$ cat src/smeu_pkg.sv
// ============================================================================
// smeu_pkg
// Shared types, constants and command/status bundles for the stack machine
// execute unit.
// ============================================================================
`default_nettype none

package smeu_pkg;

    localparam int STACK_DEPTH = 2048;
    localparam int STACK_AW    = $clog2(STACK_DEPTH);
    localparam int CODE_DEPTH  = 512;
    localparam int PC_W        = $clog2(CODE_DEPTH);
    localparam int MAX_LEVELS  = 3;
    localparam int WORD_W      = 32;
    localparam int ADDR_W      = WORD_W + 2;
    localparam int ACTION_W    = 4;
    localparam int LEVEL_W     = 2;
    localparam int SUB_W       = 4;
    localparam int FAULT_W     = 2;

    localparam logic [ACTION_W-1:0] OP_LIT = 4'd1;
    localparam logic [ACTION_W-1:0] OP_OPR = 4'd2;
    localparam logic [ACTION_W-1:0] OP_LOD = 4'd3;
    localparam logic [ACTION_W-1:0] OP_STO = 4'd4;
    localparam logic [ACTION_W-1:0] OP_CAL = 4'd5;
    localparam logic [ACTION_W-1:0] OP_INC = 4'd6;
    localparam logic [ACTION_W-1:0] OP_JMP = 4'd7;
    localparam logic [ACTION_W-1:0] OP_JPC = 4'd8;
    localparam logic [ACTION_W-1:0] OP_SIO = 4'd9;

    localparam logic [SUB_W-1:0] OPR_RET = 4'd0;
    localparam logic [SUB_W-1:0] OPR_NEG = 4'd1;
    localparam logic [SUB_W-1:0] OPR_ADD = 4'd2;
    localparam logic [SUB_W-1:0] OPR_SUB = 4'd3;
    localparam logic [SUB_W-1:0] OPR_MUL = 4'd4;
    localparam logic [SUB_W-1:0] OPR_DIV = 4'd5;
    localparam logic [SUB_W-1:0] OPR_ODD = 4'd6;
    localparam logic [SUB_W-1:0] OPR_MOD = 4'd7;
    localparam logic [SUB_W-1:0] OPR_EQL = 4'd8;
    localparam logic [SUB_W-1:0] OPR_NEQ = 4'd9;
    localparam logic [SUB_W-1:0] OPR_LSS = 4'd10;
    localparam logic [SUB_W-1:0] OPR_LEQ = 4'd11;
    localparam logic [SUB_W-1:0] OPR_GTR = 4'd12;
    localparam logic [SUB_W-1:0] OPR_GEQ = 4'd13;

    localparam logic [SUB_W-1:0] SIO_OUT  = 4'd0;
    localparam logic [SUB_W-1:0] SIO_IN   = 4'd1;
    localparam logic [SUB_W-1:0] SIO_HALT = 4'd2;

    localparam logic [FAULT_W-1:0] FAULT_NONE = 2'd0;
    localparam logic [FAULT_W-1:0] FAULT_DIV  = 2'd1;
    localparam logic [FAULT_W-1:0] FAULT_ADDR = 2'd2;

    typedef struct packed {
        logic [ACTION_W-1:0]      action;
        logic [LEVEL_W-1:0]       level;
        logic signed [WORD_W-1:0] operand;
        logic signed [WORD_W-1:0] read_value;
    } instr_t;

    typedef struct packed {
        logic [PC_W-1:0]          next_pc;
        logic [STACK_AW-1:0]      frame_base;
        logic [STACK_AW-1:0]      stack_top_index;
        logic signed [WORD_W-1:0] top_value;
        logic                     out_valid;
        logic signed [WORD_W-1:0] out_value;
        logic                     is_halted;
        logic [FAULT_W-1:0]       fault;
    } result_t;

    typedef enum logic [3:0] {
        A_TOP, A_TOP_M1, A_TOP_P1, A_TOP_P2, A_TOP_P3, A_TOP_P4,
        A_FP_P2, A_FP_P3, A_BASE_P1, A_BASE_M, A_CLEAR
    } addr_sel_t;

    typedef enum logic [2:0] {
        W_ZERO, W_OPERAND, W_READ_VALUE, W_BASE, W_FP, W_PC, W_RES, W_RDATA
    } wdata_sel_t;

    typedef enum logic [1:0] {PC_HOLD, PC_INC, PC_TARGET, PC_RA} pc_sel_t;
    typedef enum logic [2:0] {T_HOLD, T_P1, T_M1, T_ADD_M, T_FP_M1} top_sel_t;
    typedef enum logic [1:0] {F_HOLD, F_TOP_P1, F_DL} fp_sel_t;

    typedef enum logic [4:0] {
        S_CLEAR, S_IDLE, S_DECODE,
        S_WALK_RD, S_WALK_LD,
        S_LOD_RD, S_LOD_WR, S_STO_RD, S_STO_WR,
        S_CAL_W0, S_CAL_W1, S_CAL_W2, S_CAL_W3,
        S_RET_RD2, S_RET_LD,
        S_UN_LD, S_BIN_RDC, S_BIN_LD, S_ALU, S_DIV_WAIT, S_OPR_WR,
        S_JPC_LD, S_SIO_LD,
        S_TOP_RD, S_TOP_LD
    } state_t;

    typedef struct packed {
        logic       accept;
        logic       rd_en;
        logic       wr_en;
        addr_sel_t  addr_sel;
        wdata_sel_t wdata_sel;
        logic       ld_a;
        logic       ld_c;
        logic       ld_base;
        logic       ld_out;
        logic       ld_res;
        logic       div_start;
        logic       fault_div;
        logic       commit;
        pc_sel_t    pc_sel;
        top_sel_t   top_sel;
        fp_sel_t    fp_sel;
        logic       set_halt;
        logic       clr_step;
        logic       out_load;
    } cmd_t;

    typedef struct packed {
        logic [ACTION_W-1:0] action;
        logic [SUB_W-1:0]    sub;
        logic                sub_ok;
        logic                lvl_zero;
        logic                lvl_last;
        logic                opc_zero;
        logic                rd_zero;
        logic                div_done;
        logic                halted;
        logic                out_room;
        logic                clr_last;
    } status_t;

endpackage

`default_nettype wire

$ cat src/smeu_ctrl.sv
// ============================================================================
// smeu_ctrl
// Controller: sequences memory reads, writes, the static-link walk, the ALU
// and divider, and the pointer commit for each instruction word.
// ============================================================================
`default_nettype none

module smeu_ctrl (
    input  wire logic               clk,
    input  wire logic               rst_n,
    input  wire logic               instr_valid,
    input  wire smeu_pkg::status_t  status,
    output smeu_pkg::cmd_t          cmd,
    output logic                    idle
);
    import smeu_pkg::*;

    state_t state_reg;
    state_t state_next;
    state_t post_walk;
    logic   binary;

    always_ff @(posedge clk or negedge rst_n)
    begin
        if (!rst_n)
        begin
            state_reg <= S_CLEAR;
        end
        else
        begin
            state_reg <= state_next;
        end
    end

    always_comb
    begin
        post_walk  = S_LOD_RD;
        binary     = !(status.sub == OPR_NEG || status.sub == OPR_ODD);
        cmd        = '0;
        state_next = state_reg;
        case (status.action)
            OP_STO:  post_walk = S_STO_RD;
            OP_CAL:  post_walk = S_CAL_W0;
            default: post_walk = S_LOD_RD;
        endcase

        case (state_reg)
            S_CLEAR:
            begin
                cmd.wr_en     = 1'b1;
                cmd.addr_sel  = A_CLEAR;
                cmd.wdata_sel = W_ZERO;
                cmd.clr_step  = 1'b1;
                if (status.clr_last)
                begin
                    state_next = S_IDLE;
                end
            end
            S_IDLE:
            begin
                if (instr_valid)
                begin
                    cmd.accept = 1'b1;
                    state_next = S_DECODE;
                end
            end
            S_DECODE:
            begin
                cmd.pc_sel = PC_INC;
                state_next = S_TOP_RD;
                if (status.halted)
                begin
                    cmd.commit = 1'b1;
                    cmd.pc_sel = PC_HOLD;
                end
                else
                begin
                    case (status.action)
                        OP_LIT:
                        begin
                            cmd.wr_en     = 1'b1;
                            cmd.addr_sel  = A_TOP_P1;
                            cmd.wdata_sel = W_OPERAND;
                            cmd.commit    = 1'b1;
                            cmd.top_sel   = T_P1;
                        end
                        OP_OPR:
                        begin
                            if (!status.sub_ok)
                            begin
                                cmd.commit = 1'b1;
                            end
                            else
                            begin
                                case (status.sub)
                                    OPR_RET:
                                    begin
                                        cmd.rd_en    = 1'b1;
                                        cmd.addr_sel = A_FP_P3;
                                        state_next   = S_RET_RD2;
                                    end
                                    OPR_NEG, OPR_ODD:
                                    begin
                                        cmd.rd_en    = 1'b1;
                                        cmd.addr_sel = A_TOP;
                                        state_next   = S_UN_LD;
                                    end
                                    OPR_ADD, OPR_SUB, OPR_MUL, OPR_DIV, OPR_MOD,
                                    OPR_EQL, OPR_NEQ, OPR_LSS, OPR_LEQ, OPR_GTR,
                                    OPR_GEQ:
                                    begin
                                        cmd.rd_en    = 1'b1;
                                        cmd.addr_sel = A_TOP_M1;
                                        state_next   = S_BIN_RDC;
                                    end
                                    default:
                                    begin
                                        cmd.commit = 1'b1;
                                    end
                                endcase
                            end
                        end
                        OP_LOD, OP_STO, OP_CAL:
                        begin
                            state_next = status.lvl_zero ? post_walk : S_WALK_RD;
                        end
                        OP_INC:
                        begin
                            cmd.commit  = 1'b1;
                            cmd.top_sel = T_ADD_M;
                        end
                        OP_JMP:
                        begin
                            cmd.commit = 1'b1;
                            cmd.pc_sel = PC_TARGET;
                        end
                        OP_JPC:
                        begin
                            cmd.rd_en    = 1'b1;
                            cmd.addr_sel = A_TOP;
                            state_next   = S_JPC_LD;
                        end
                        OP_SIO:
                        begin
                            if (status.sub_ok && status.sub == SIO_OUT)
                            begin
                                cmd.rd_en    = 1'b1;
                                cmd.addr_sel = A_TOP;
                                state_next   = S_SIO_LD;
                            end
                            else if (status.sub_ok && status.sub == SIO_IN)
                            begin
                                cmd.wr_en     = 1'b1;
                                cmd.addr_sel  = A_TOP_P1;
                                cmd.wdata_sel = W_READ_VALUE;
                                cmd.commit    = 1'b1;
                                cmd.top_sel   = T_P1;
                            end
                            else
                            begin
                                cmd.commit   = 1'b1;
                                cmd.set_halt = status.sub_ok && status.sub == SIO_HALT;
                            end
                        end
                        default:
                        begin
                            cmd.commit = 1'b1;
                        end
                    endcase
                end
            end
            S_WALK_RD:
            begin
                cmd.rd_en    = 1'b1;
                cmd.addr_sel = A_BASE_P1;
                state_next   = S_WALK_LD;
            end
            S_WALK_LD:
            begin
                cmd.ld_base = 1'b1;
                state_next  = status.lvl_last ? post_walk : S_WALK_RD;
            end
            S_LOD_RD:
            begin
                cmd.rd_en    = 1'b1;
                cmd.addr_sel = A_BASE_M;
                state_next   = S_LOD_WR;
            end
            S_LOD_WR:
            begin
                cmd.wr_en     = 1'b1;
                cmd.addr_sel  = A_TOP_P1;
                cmd.wdata_sel = W_RDATA;
                cmd.commit    = 1'b1;
                cmd.pc_sel    = PC_INC;
                cmd.top_sel   = T_P1;
                state_next    = S_TOP_RD;
            end
            S_STO_RD:
            begin
                cmd.rd_en    = 1'b1;
                cmd.addr_sel = A_TOP;
                state_next   = S_STO_WR;
            end
            S_STO_WR:
            begin
                cmd.wr_en     = 1'b1;
                cmd.addr_sel  = A_BASE_M;
                cmd.wdata_sel = W_RDATA;
                cmd.commit    = 1'b1;
                cmd.pc_sel    = PC_INC;
                cmd.top_sel   = T_M1;
                state_next    = S_TOP_RD;
            end
            S_CAL_W0:
            begin
                cmd.wr_en     = 1'b1;
                cmd.addr_sel  = A_TOP_P1;
                cmd.wdata_sel = W_ZERO;
                state_next    = S_CAL_W1;
            end
            S_CAL_W1:
            begin
                cmd.wr_en     = 1'b1;
                cmd.addr_sel  = A_TOP_P2;
                cmd.wdata_sel = W_BASE;
                state_next    = S_CAL_W2;
            end
            S_CAL_W2:
            begin
                cmd.wr_en     = 1'b1;
                cmd.addr_sel  = A_TOP_P3;
                cmd.wdata_sel = W_FP;
                state_next    = S_CAL_W3;
            end
            S_CAL_W3:
            begin
                cmd.wr_en     = 1'b1;
                cmd.addr_sel  = A_TOP_P4;
                cmd.wdata_sel = W_PC;
                cmd.commit    = 1'b1;
                cmd.pc_sel    = PC_TARGET;
                cmd.fp_sel    = F_TOP_P1;
                state_next    = S_TOP_RD;
            end
            S_RET_RD2:
            begin
                cmd.ld_a     = 1'b1;
                cmd.rd_en    = 1'b1;
                cmd.addr_sel = A_FP_P2;
                state_next   = S_RET_LD;
            end
            S_RET_LD:
            begin
                cmd.commit  = 1'b1;
                cmd.pc_sel  = PC_RA;
                cmd.top_sel = T_FP_M1;
                cmd.fp_sel  = F_DL;
                state_next  = S_TOP_RD;
            end
            S_UN_LD:
            begin
                cmd.ld_a   = 1'b1;
                state_next = S_ALU;
            end
            S_BIN_RDC:
            begin
                cmd.ld_a     = 1'b1;
                cmd.rd_en    = 1'b1;
                cmd.addr_sel = A_TOP;
                state_next   = S_BIN_LD;
            end
            S_BIN_LD:
            begin
                cmd.ld_c   = 1'b1;
                state_next = S_ALU;
            end
            S_ALU:
            begin
                if (status.sub == OPR_DIV || status.sub == OPR_MOD)
                begin
                    if (status.opc_zero)
                    begin
                        cmd.fault_div = 1'b1;
                        cmd.commit    = 1'b1;
                        cmd.pc_sel    = PC_INC;
                        cmd.top_sel   = T_M1;
                        state_next    = S_TOP_RD;
                    end
                    else
                    begin
                        cmd.div_start = 1'b1;
                        state_next    = S_DIV_WAIT;
                    end
                end
                else
                begin
                    cmd.ld_res = 1'b1;
                    state_next = S_OPR_WR;
                end
            end
            S_DIV_WAIT:
            begin
                if (status.div_done)
                begin
                    cmd.ld_res = 1'b1;
                    state_next = S_OPR_WR;
                end
            end
            S_OPR_WR:
            begin
                cmd.wr_en     = 1'b1;
                cmd.wdata_sel = W_RES;
                cmd.addr_sel  = binary ? A_TOP_M1 : A_TOP;
                cmd.commit    = 1'b1;
                cmd.pc_sel    = PC_INC;
                cmd.top_sel   = binary ? T_M1 : T_HOLD;
                state_next    = S_TOP_RD;
            end
            S_JPC_LD:
            begin
                cmd.commit  = 1'b1;
                cmd.pc_sel  = status.rd_zero ? PC_TARGET : PC_INC;
                cmd.top_sel = T_M1;
                state_next  = S_TOP_RD;
            end
            S_SIO_LD:
            begin
                cmd.ld_out  = 1'b1;
                cmd.commit  = 1'b1;
                cmd.pc_sel  = PC_INC;
                cmd.top_sel = T_M1;
                state_next  = S_TOP_RD;
            end
            S_TOP_RD:
            begin
                cmd.rd_en    = 1'b1;
                cmd.addr_sel = A_TOP;
                state_next   = S_TOP_LD;
            end
            S_TOP_LD:
            begin
                if (status.out_room)
                begin
                    cmd.out_load = 1'b1;
                    state_next   = S_IDLE;
                end
            end
            default:
            begin
                state_next = S_IDLE;
            end
        endcase
    end

    assign idle = (state_reg == S_IDLE);

endmodule

`default_nettype wire

$ cat config.mk
export PLATFORM = sky130hd
export DESIGN_NAME = smeu_ctrl
export DESIGN_NICKNAME = d
export VERILOG_FILES = /design/src/smeu_pkg.sv /design/src/smeu_ctrl.sv
export SDC_FILE = /design/constraint.sdc
export NUM_CORES = 1
export LEC_CHECK = 0
export BUFFER_PORTS_ARGS = -buffer_cell sky130_fd_sc_hd__buf_4
export CAP_MARGIN = 20
export CORE_MARGIN = 8
export CORE_UTILIZATION = 23
export DETAILED_ROUTE_END_ITERATION = 16
export GPL_TIMING_DRIVEN = 0
export HOLD_SLACK_MARGIN = 0.12
export MAX_ROUTING_LAYER = met4
export SKIP_LAST_GASP = 1
export SLEW_MARGIN = 10
export SYNTH_ARGS = -nofsm -noshare
export SYNTH_HDL_FRONTEND = slang
export SYNTH_SLANG_ARGS = --single-unit
$ cat constraint.sdc
create_clock -name clk -period 3.86 [get_ports clk]
set_clock_uncertainty 0.05 [all_clocks]
set_input_delay 0.772 -clock clk [delete_from_list [all_inputs] [get_ports clk]]
set_output_delay 0.772 -clock clk [all_outputs]
set_load 0.02 [all_outputs]
==> parameters.txt, run 1 <==
Parameter                              Value

Timing
  Final hold violation count ... 0
  Unrepaired setup endpoints after global routing ... false
  Finish-stage setup viols ... 0
  Final worst path period need ... 3.29 ns
  Worst Max-Slew Pin Slew ... 0.561 ns
  Final Hold Slack ... 0.294 ns
  Setup total negative slack ... 0 ns
  Portion of the clock cycle consumed by the worst path in the final layout ... 85.2%
  Final count of pins violating max slew ... 0
  Final Worst Setup Slack ... 0.570 ns
  Rel. slew slack ... 62.6%
  Fmax achieved ... 304 MHz

Critical path
  Maximum fanout encountered on the critical timing path ... 10
  Reg-to-Reg End ... state_reg[0]
  Top cell by count, worst path ... sky130_fd_sc_hd__buf_4
  Worst path max stage delay ... 0.40 ns
  Critical Path Source Type ... input pin
  Kind of end point of the critical path ... output port
  Worst Path Required ... 3.04 ns
  Buffers & Inverters on Critical Path ... 3
  FF-to-FF Start ... state_reg[2]
  Worst reg2reg path depth ... 6
  Sequence of cells on the critical path ... buf_4 -> clkbuf_1 -> or3b_1 -> a21oi_1 -> nand2_1 -> a211oi_1 -> nand2b_1 -> buf_4
  Family of cells with the greatest summed delay on the critical path ... compound AO/OA/AOI/OAI gates
  CP max-delay cell ... sky130_fd_sc_hd__a21oi_1
  Worst setup path class ... input pin to output port
  CP arrival ... 2.47 ns
  Register-to-register setup slack ... 1.88 ns

Detailed routing
  Average wire length per cell after detail routing ... 17.9 um
  Count of antenna-violating nets left after detailed routing ... 0
  Via count ... 2086
  Detailed Route WL ... 6540 um
  Violation count after the first detailed-routing iteration ... 215
  Residual DRC ... 0
  Routed via count divided by cell count ... 5.72
  Number of iterations in the first detailed-routing pass ... 5

Yosys
  Largest area contributor in the synthesized netlist ... sky130_fd_sc_hd__dfrtp_1
  Yosys warnings ... 0
  Share of Yosys cell area claimed by the top area cell type ... 8.32%
  Register area share after synthesis ... 8.32%
  Number of enable-type register cells in the synthesized netlist ... 0
  Seq cells post-synth ... 5
  Netlist cell types ... 65
  FFs w/ async S/R, synth ... 100%
  Post-synthesis instance total ... 239
  Synth area leaders ... sky130_fd_sc_hd__dfrtp_1, sky130_fd_sc_hd__nand2_1, sky130_fd_sc_hd__nor2_1
  Mean cell area of the mapped netlist ... 6.29 um2
  Post-synth net total ... 259
  Primary flip-flop cell chosen by synthesis mapping ... sky130_fd_sc_hd__dfrtp_1
  Netlist Area Pre-Place ... 0.00150 mm2

Clock network
  Number of levels the H-tree was split into ... 1
  Buffers inserted by post-CTS timing repair ... 0
  Clock root buffer ... sky130_fd_sc_hd__clkbuf_8
  CTS sink count ... 5
  Total CTS buffers ... 3
  Buffer depth of the longest clock path ... 2
  Register clock-pin slew on the reported worst setup and hold paths ... 0.03 ns
  TritonCTS clock tree ... built
  Resize count post-CTS ... 0
  Clock network latency to the later pin of the worst-skew pair ... 0.22 ns
  Number of buffers inserted for hold repair after clock tree synthesis ... 0

Cells and area
  Net total in the final layout ... 309
  Area of all placed cells without fillers ... 0.00198 mm2
  Area overhead of the layout relative to synthesis ... 31.9%
  Final instance count without filler cells ... 365
  Number of flip-flops in the largest register ... 5
  Utilization after layout ... 31.2%
  Antenna diode instance count ... 0
  Share of cells above drive strength 1 ... 24.0%
  Most frequent cells in the layout ... sky130_fd_sc_hd__buf_4, sky130_fd_sc_hd__nand2_1, sky130_fd_sc_hd__nor2_1
  Most common cell after layout, fill and taps aside ... sky130_fd_sc_hd__buf_4

Placement
  RD Place Congestion ... 0.974
  Placed instance area ... 0.00194 mm2
  Pre-CTS setup slack ... 0.639 ns
  Half-perimeter wire length after placement ... 5210 um
  Number of placed cells counting well taps ... 361
  Input/output buffers ... 45

Job
  Total of max-cap violations ... 0

Hold path
  Class of the tightest hold or removal check ... input pin to async pin

Global route
  Largest net degree at the start of global routing ... 11
  Number of antenna violations at the first check in global routing ... 0
  Remaining Overflow, GRT ... 0
  First-pass GRT wire length ... 10500 um
  Aggregate global-route resource usage ... 13.5%
  Vias in the first global route ... 1964

Floorplanning
  Die boundary height ... 96.9 um
  Die X-Extent ... 96.9 um
  Area of the core region ... 0.00635 mm2
  Site row count ... 29
  Overall die area ... 0.00938 mm2
  Ports ... 49
  Starting Density ... 23.7%

Run status
  Status ... complete, no violations

Power
  Total Power ... 1.40 mW
  Pwr Density ... 707 mW/mm2
  Worst ir drop on vdd ... 0.000232 V
  Leakage power total ... 0.784 nW
worst register-to-register path: stages (launching register included):
cell,delay (ns)
sky130_fd_sc_hd__dfrtp_1,0.36
sky130_fd_sc_hd__buf_6,0.13
sky130_fd_sc_hd__nor2_2,0.24
sky130_fd_sc_hd__nand2_1,0.24
sky130_fd_sc_hd__o311ai_1,0.56
sky130_fd_sc_hd__a311oi_1,0.10
sky130_fd_sc_hd__a31oi_1,0.22
how the worst max path moves through the flow:
stage / startpoint / end / depth (start not counted)
after floorplan: status[10] / cmd[19] / 4
after global placement: status[11] / cmd[6] / 8
after detailed placement: status[11] / cmd[6] / 8
after CTS: status[11] / cmd[6] / 8
after global routing: status[11] / cmd[6] / 8
final: status[11] / cmd[6] / 8
synth_stat cells, drive strengths merged (2+ instances only):
cell type  count
a211oi         3
a21boi         2
a21oi         15
a22oi          4
a2bb2oi        2
a31oi          7
a32oi          3
and2           3
buf           17
clkbuf         6
dfrtp          5
inv            7
mux2i          2
nand2         29
nand2b         7
nand3         10
nand3b         3
nand4          3
nor2          25
nor2b         11
nor3          12
nor4           2
nor4b          2
o211ai         4
o21ai         15
o22ai          3
o311ai         3
o31ai          4
or2            3
or3            3
xor2           2
metal layers:
| metal | part of all wire, % | track usage [%] | wire length, um |
|---|---|---|---|
| met5 | 0 | - | 0 |
| met3 | 8.5 | 0.925 | 553 |
| met2 | 44 | 20.5 | 2860 |
| met4 | 3.4 | 5.80 | 225 |
| met1 | 44 | 17.9 | 2910 |
layout make-up:
class | instances | area (um2)
Multi-Input combinational cell | 204 | 1240
Clock buffer | 4 | 45.0
Buffer | 23 | 108
Sequential cell | 5 | 125
Inverter | 7 | 26.3
Tap cell | 77 | 96.3
Fill cell | 731 | 4370
Timing Repair Buffer | 45 | 338
cell families (layout without fill, tap and decap cells):
logic type,Yosys count,in the layout,share of synthesized area [%]
buf+inv,30,79,8.90
simple gates,122,122,45.1
compound gates,77,77,34.6
mux,2,2,1.33
flops,5,5,8.32
xor+xnor,3,3,1.75
where the power goes:
part / leakage [nW] / switching (mW) / internal [mW]
registers: 0.0599 / 0.0196 / 0.0812
logic: 0.701 / 0.786 / 0.421
clock network: 0.0228 / 0.0241 / 0.0707
total: 0.784 / 0.830 / 0.572
Power figures use the tool's default switching activity.
==> run 2: changes to the inputs <==
Settings changed: BUFFER_PORTS_ARGS -buffer_cell sky130_fd_sc_hd__buf_4 to -buffer_cell sky130_fd_sc_hd__buf_2.
==> run 2 against run 1 <==
Against the previous run: die area unchanged; register-to-register slack improved by 0.04 ns; wire length decreased by 5.0%; first-iteration DRC count decreased by 19%; count of clock-buffer cells in the layout unchanged; worst hold slack improved by 0.014 ns; highest routed layer unchanged; via count decreased by 0.34%; non-clock buffer count unchanged; sequential power about the same; setup slack got worse by 0.17 ns; core utilization decreased by 1.8 points; largest cell class unchanged.
==> parameters.txt, run 2 (synthesis gave the netlist of run 1 again) <==
Parameter                              Value

Global route
  Number of antenna violations at the first check in global routing ... 0
  Remaining Overflow, GRT ... 0
  Aggregate global-route resource usage ... 13.0%
  First-pass GRT wire length ... 10100 um
  Largest net degree at the start of global routing ... 11
  Vias in the first global route ... 1898

Power
  Part of the total power dissipated in combinational logic ... 85.2%
  Cell-internal power ... 0.518 mW
  Leakage power total ... 0.770 nW
  Sw Share ... 60.8%
  Worst ir drop on vdd ... 0.000205 V
  Relative contribution of the clock network to total power ... 7.2%
  Flop pwr share ... 7.6%
  Pwr Density ... 707 mW/mm2
  Switching power ... 0.804 mW

Critical path
  Register-to-register setup slack ... 1.92 ns
  Worst reg2reg path depth ... 6
  Critical Path Source Type ... input pin
  Reg-to-Reg End ... state_reg[0]
  CP arrival ... 2.64 ns
  FF-to-FF Start ... state_reg[2]
  Destination of the critical timing path ... cmd[6]
  Kind of end point of the critical path ... output port
  Worst setup path class ... input pin to output port
  Origin of the worst setup path ... status[11]
  Maximum fanout encountered on the critical timing path ... 10
  Worst Path Required ... 3.04 ns

Floorplanning
  Area of the core region ... 0.00635 mm2
  Die X-Extent ... 96.9 um
  Die boundary height ... 96.9 um
  Ports ... 49
  Site row count ... 29
  Starting Density ... 23.7%
  Overall die area ... 0.00938 mm2

Placement
  RD Place Congestion ... 0.977
  Number of placed cells counting well taps ... 361
  Pre-CTS setup slack ... 0.518 ns
  Input/output buffers ... 45
  Half-perimeter wire length after placement ... 4980 um

Clock network
  Resize count post-CTS ... 0
  Clock network latency to the later pin of the worst-skew pair ... 0.22 ns
  CTS sink count ... 5
  Total CTS buffers ... 3
  Clock root buffer ... sky130_fd_sc_hd__clkbuf_8
  Buffer depth of the longest clock path ... 2
  Number of levels the H-tree was split into ... 1
  Register clock-pin slew on the reported worst setup and hold paths ... 0.03 ns
  Buffers inserted by post-CTS timing repair ... 0
  Number of buffers inserted for hold repair after clock tree synthesis ... 0
  TritonCTS clock tree ... built

Cells and area
  FILL cells ... 695
  Most common cell after layout, fill and taps aside ... sky130_fd_sc_hd__buf_2
  Number of flip-flops in the largest register ... 5
  Final instance count without filler cells ... 365
  Most frequent cells in the layout ... sky130_fd_sc_hd__buf_2, sky130_fd_sc_hd__nand2_1, sky130_fd_sc_hd__nor2_1
  Net total in the final layout ... 309
  Multi-input combinational cell area ... 0.00124 mm2
  Antenna diode instance count ... 0
  Area overhead of the layout relative to synthesis ... 24.4%
  Storage element area ... 125 um2
  Share of cells above drive strength 1 ... 24.0%

Timing
  Final count of pins violating max slew ... 0
  Final worst path period need ... 3.46 ns
  Final Worst Setup Slack ... 0.400 ns
  Worst Max-Slew Pin Slew ... 0.542 ns
  Final hold violation count ... 0
  Portion of the clock cycle consumed by the worst path in the final layout ... 89.6%
  Fmax achieved ... 289 MHz
  Finish-stage setup viols ... 0
  Unrepaired setup endpoints after global routing ... false
  Rel. slew slack ... 63.7%
  Final Hold Slack ... 0.308 ns
  Setup total negative slack ... 0 ns

Run status
  Status ... complete, no violations

Job
  Total of max-cap violations ... 0

Detailed routing
  Count of antenna-violating nets left after detailed routing ... 0
  Residual DRC ... 0
  Routed via count divided by cell count ... 5.70
  Via count ... 2079
  Number of iterations in the first detailed-routing pass ... 5
  Violation count after the first detailed-routing iteration ... 175
  Average wire length per cell after detail routing ... 17.0 um
  Detailed Route WL ... 6220 um

Hold path
  Class of the tightest hold or removal check ... input pin to async pin
## run 2: critical path, cell delays in order
cell and delay (ns):
sky130_fd_sc_hd__buf_2 0.10, sky130_fd_sc_hd__clkbuf_1 0.18, sky130_fd_sc_hd__or3b_1 0.38, sky130_fd_sc_hd__a21oi_1 0.37, sky130_fd_sc_hd__nand2_1 0.10, sky130_fd_sc_hd__a211oi_1 0.45
sky130_fd_sc_hd__nand2b_1 0.10, sky130_fd_sc_hd__buf_2 0.17
## run 2: layer usage
metal / vias up / wire (um) / track usage [%]
li1: 983 / - / -
met1: 929 / 2650 / 17.6
met2: 151 / 2800 / 19.0
met3: 16 / 602 / 1.78
met4: 0 / 157 / 5.09
met5: - / 0 / -
## run 2: worst min path at each step
stage	start	to	slack, ns	cells past startpoint
final	rst_n	state_reg[2]	0.31	1
after global routing	rst_n	state_reg[2]	0.31	1
after CTS	rst_n	state_reg[2]	0.31	1
after detailed placement	rst_n	state_reg[2]	0.54	1
after global placement	rst_n	state_reg[2]	0.54	1
after floorplan	rst_n	state_reg[0]	0.43	0
## run 2: layout make-up
type                            count  share of cell area (%)
Clock buffer                        4                    2.41
Buffer                             23                    5.75
Sequential cell                     5                    6.69
Multi-Input combinational cell    204                    66.6
Tap cell                           77                    5.15
Timing Repair Buffer               45                    12.0
Inverter                            7                    1.40
## run 2: power by group through the flow
stage          clock network, mW  registers [mW]  logic [mW]
6_report                  0.0947           0.100        1.13
3_3_place_gp                   0           0.100        1.13
2_1_floorplan                  0          0.0966       0.782
5_1_grt                    0.100           0.104        1.22
3_5_place_dp                   0           0.101        1.11
4_1_cts                   0.0959           0.100        1.11
## run 2: metrics by stage
stage          area, um2  util [%]  total power [mW]
4_1_cts             1870      29.5              1.31
6_report            1870      29.5              1.32
3_5_place_dp        1830      28.7              1.21
5_1_grt             1870      29.5              1.43
3_3_place_gp        1830      28.7              1.23
2_1_floorplan       1500         -             0.879
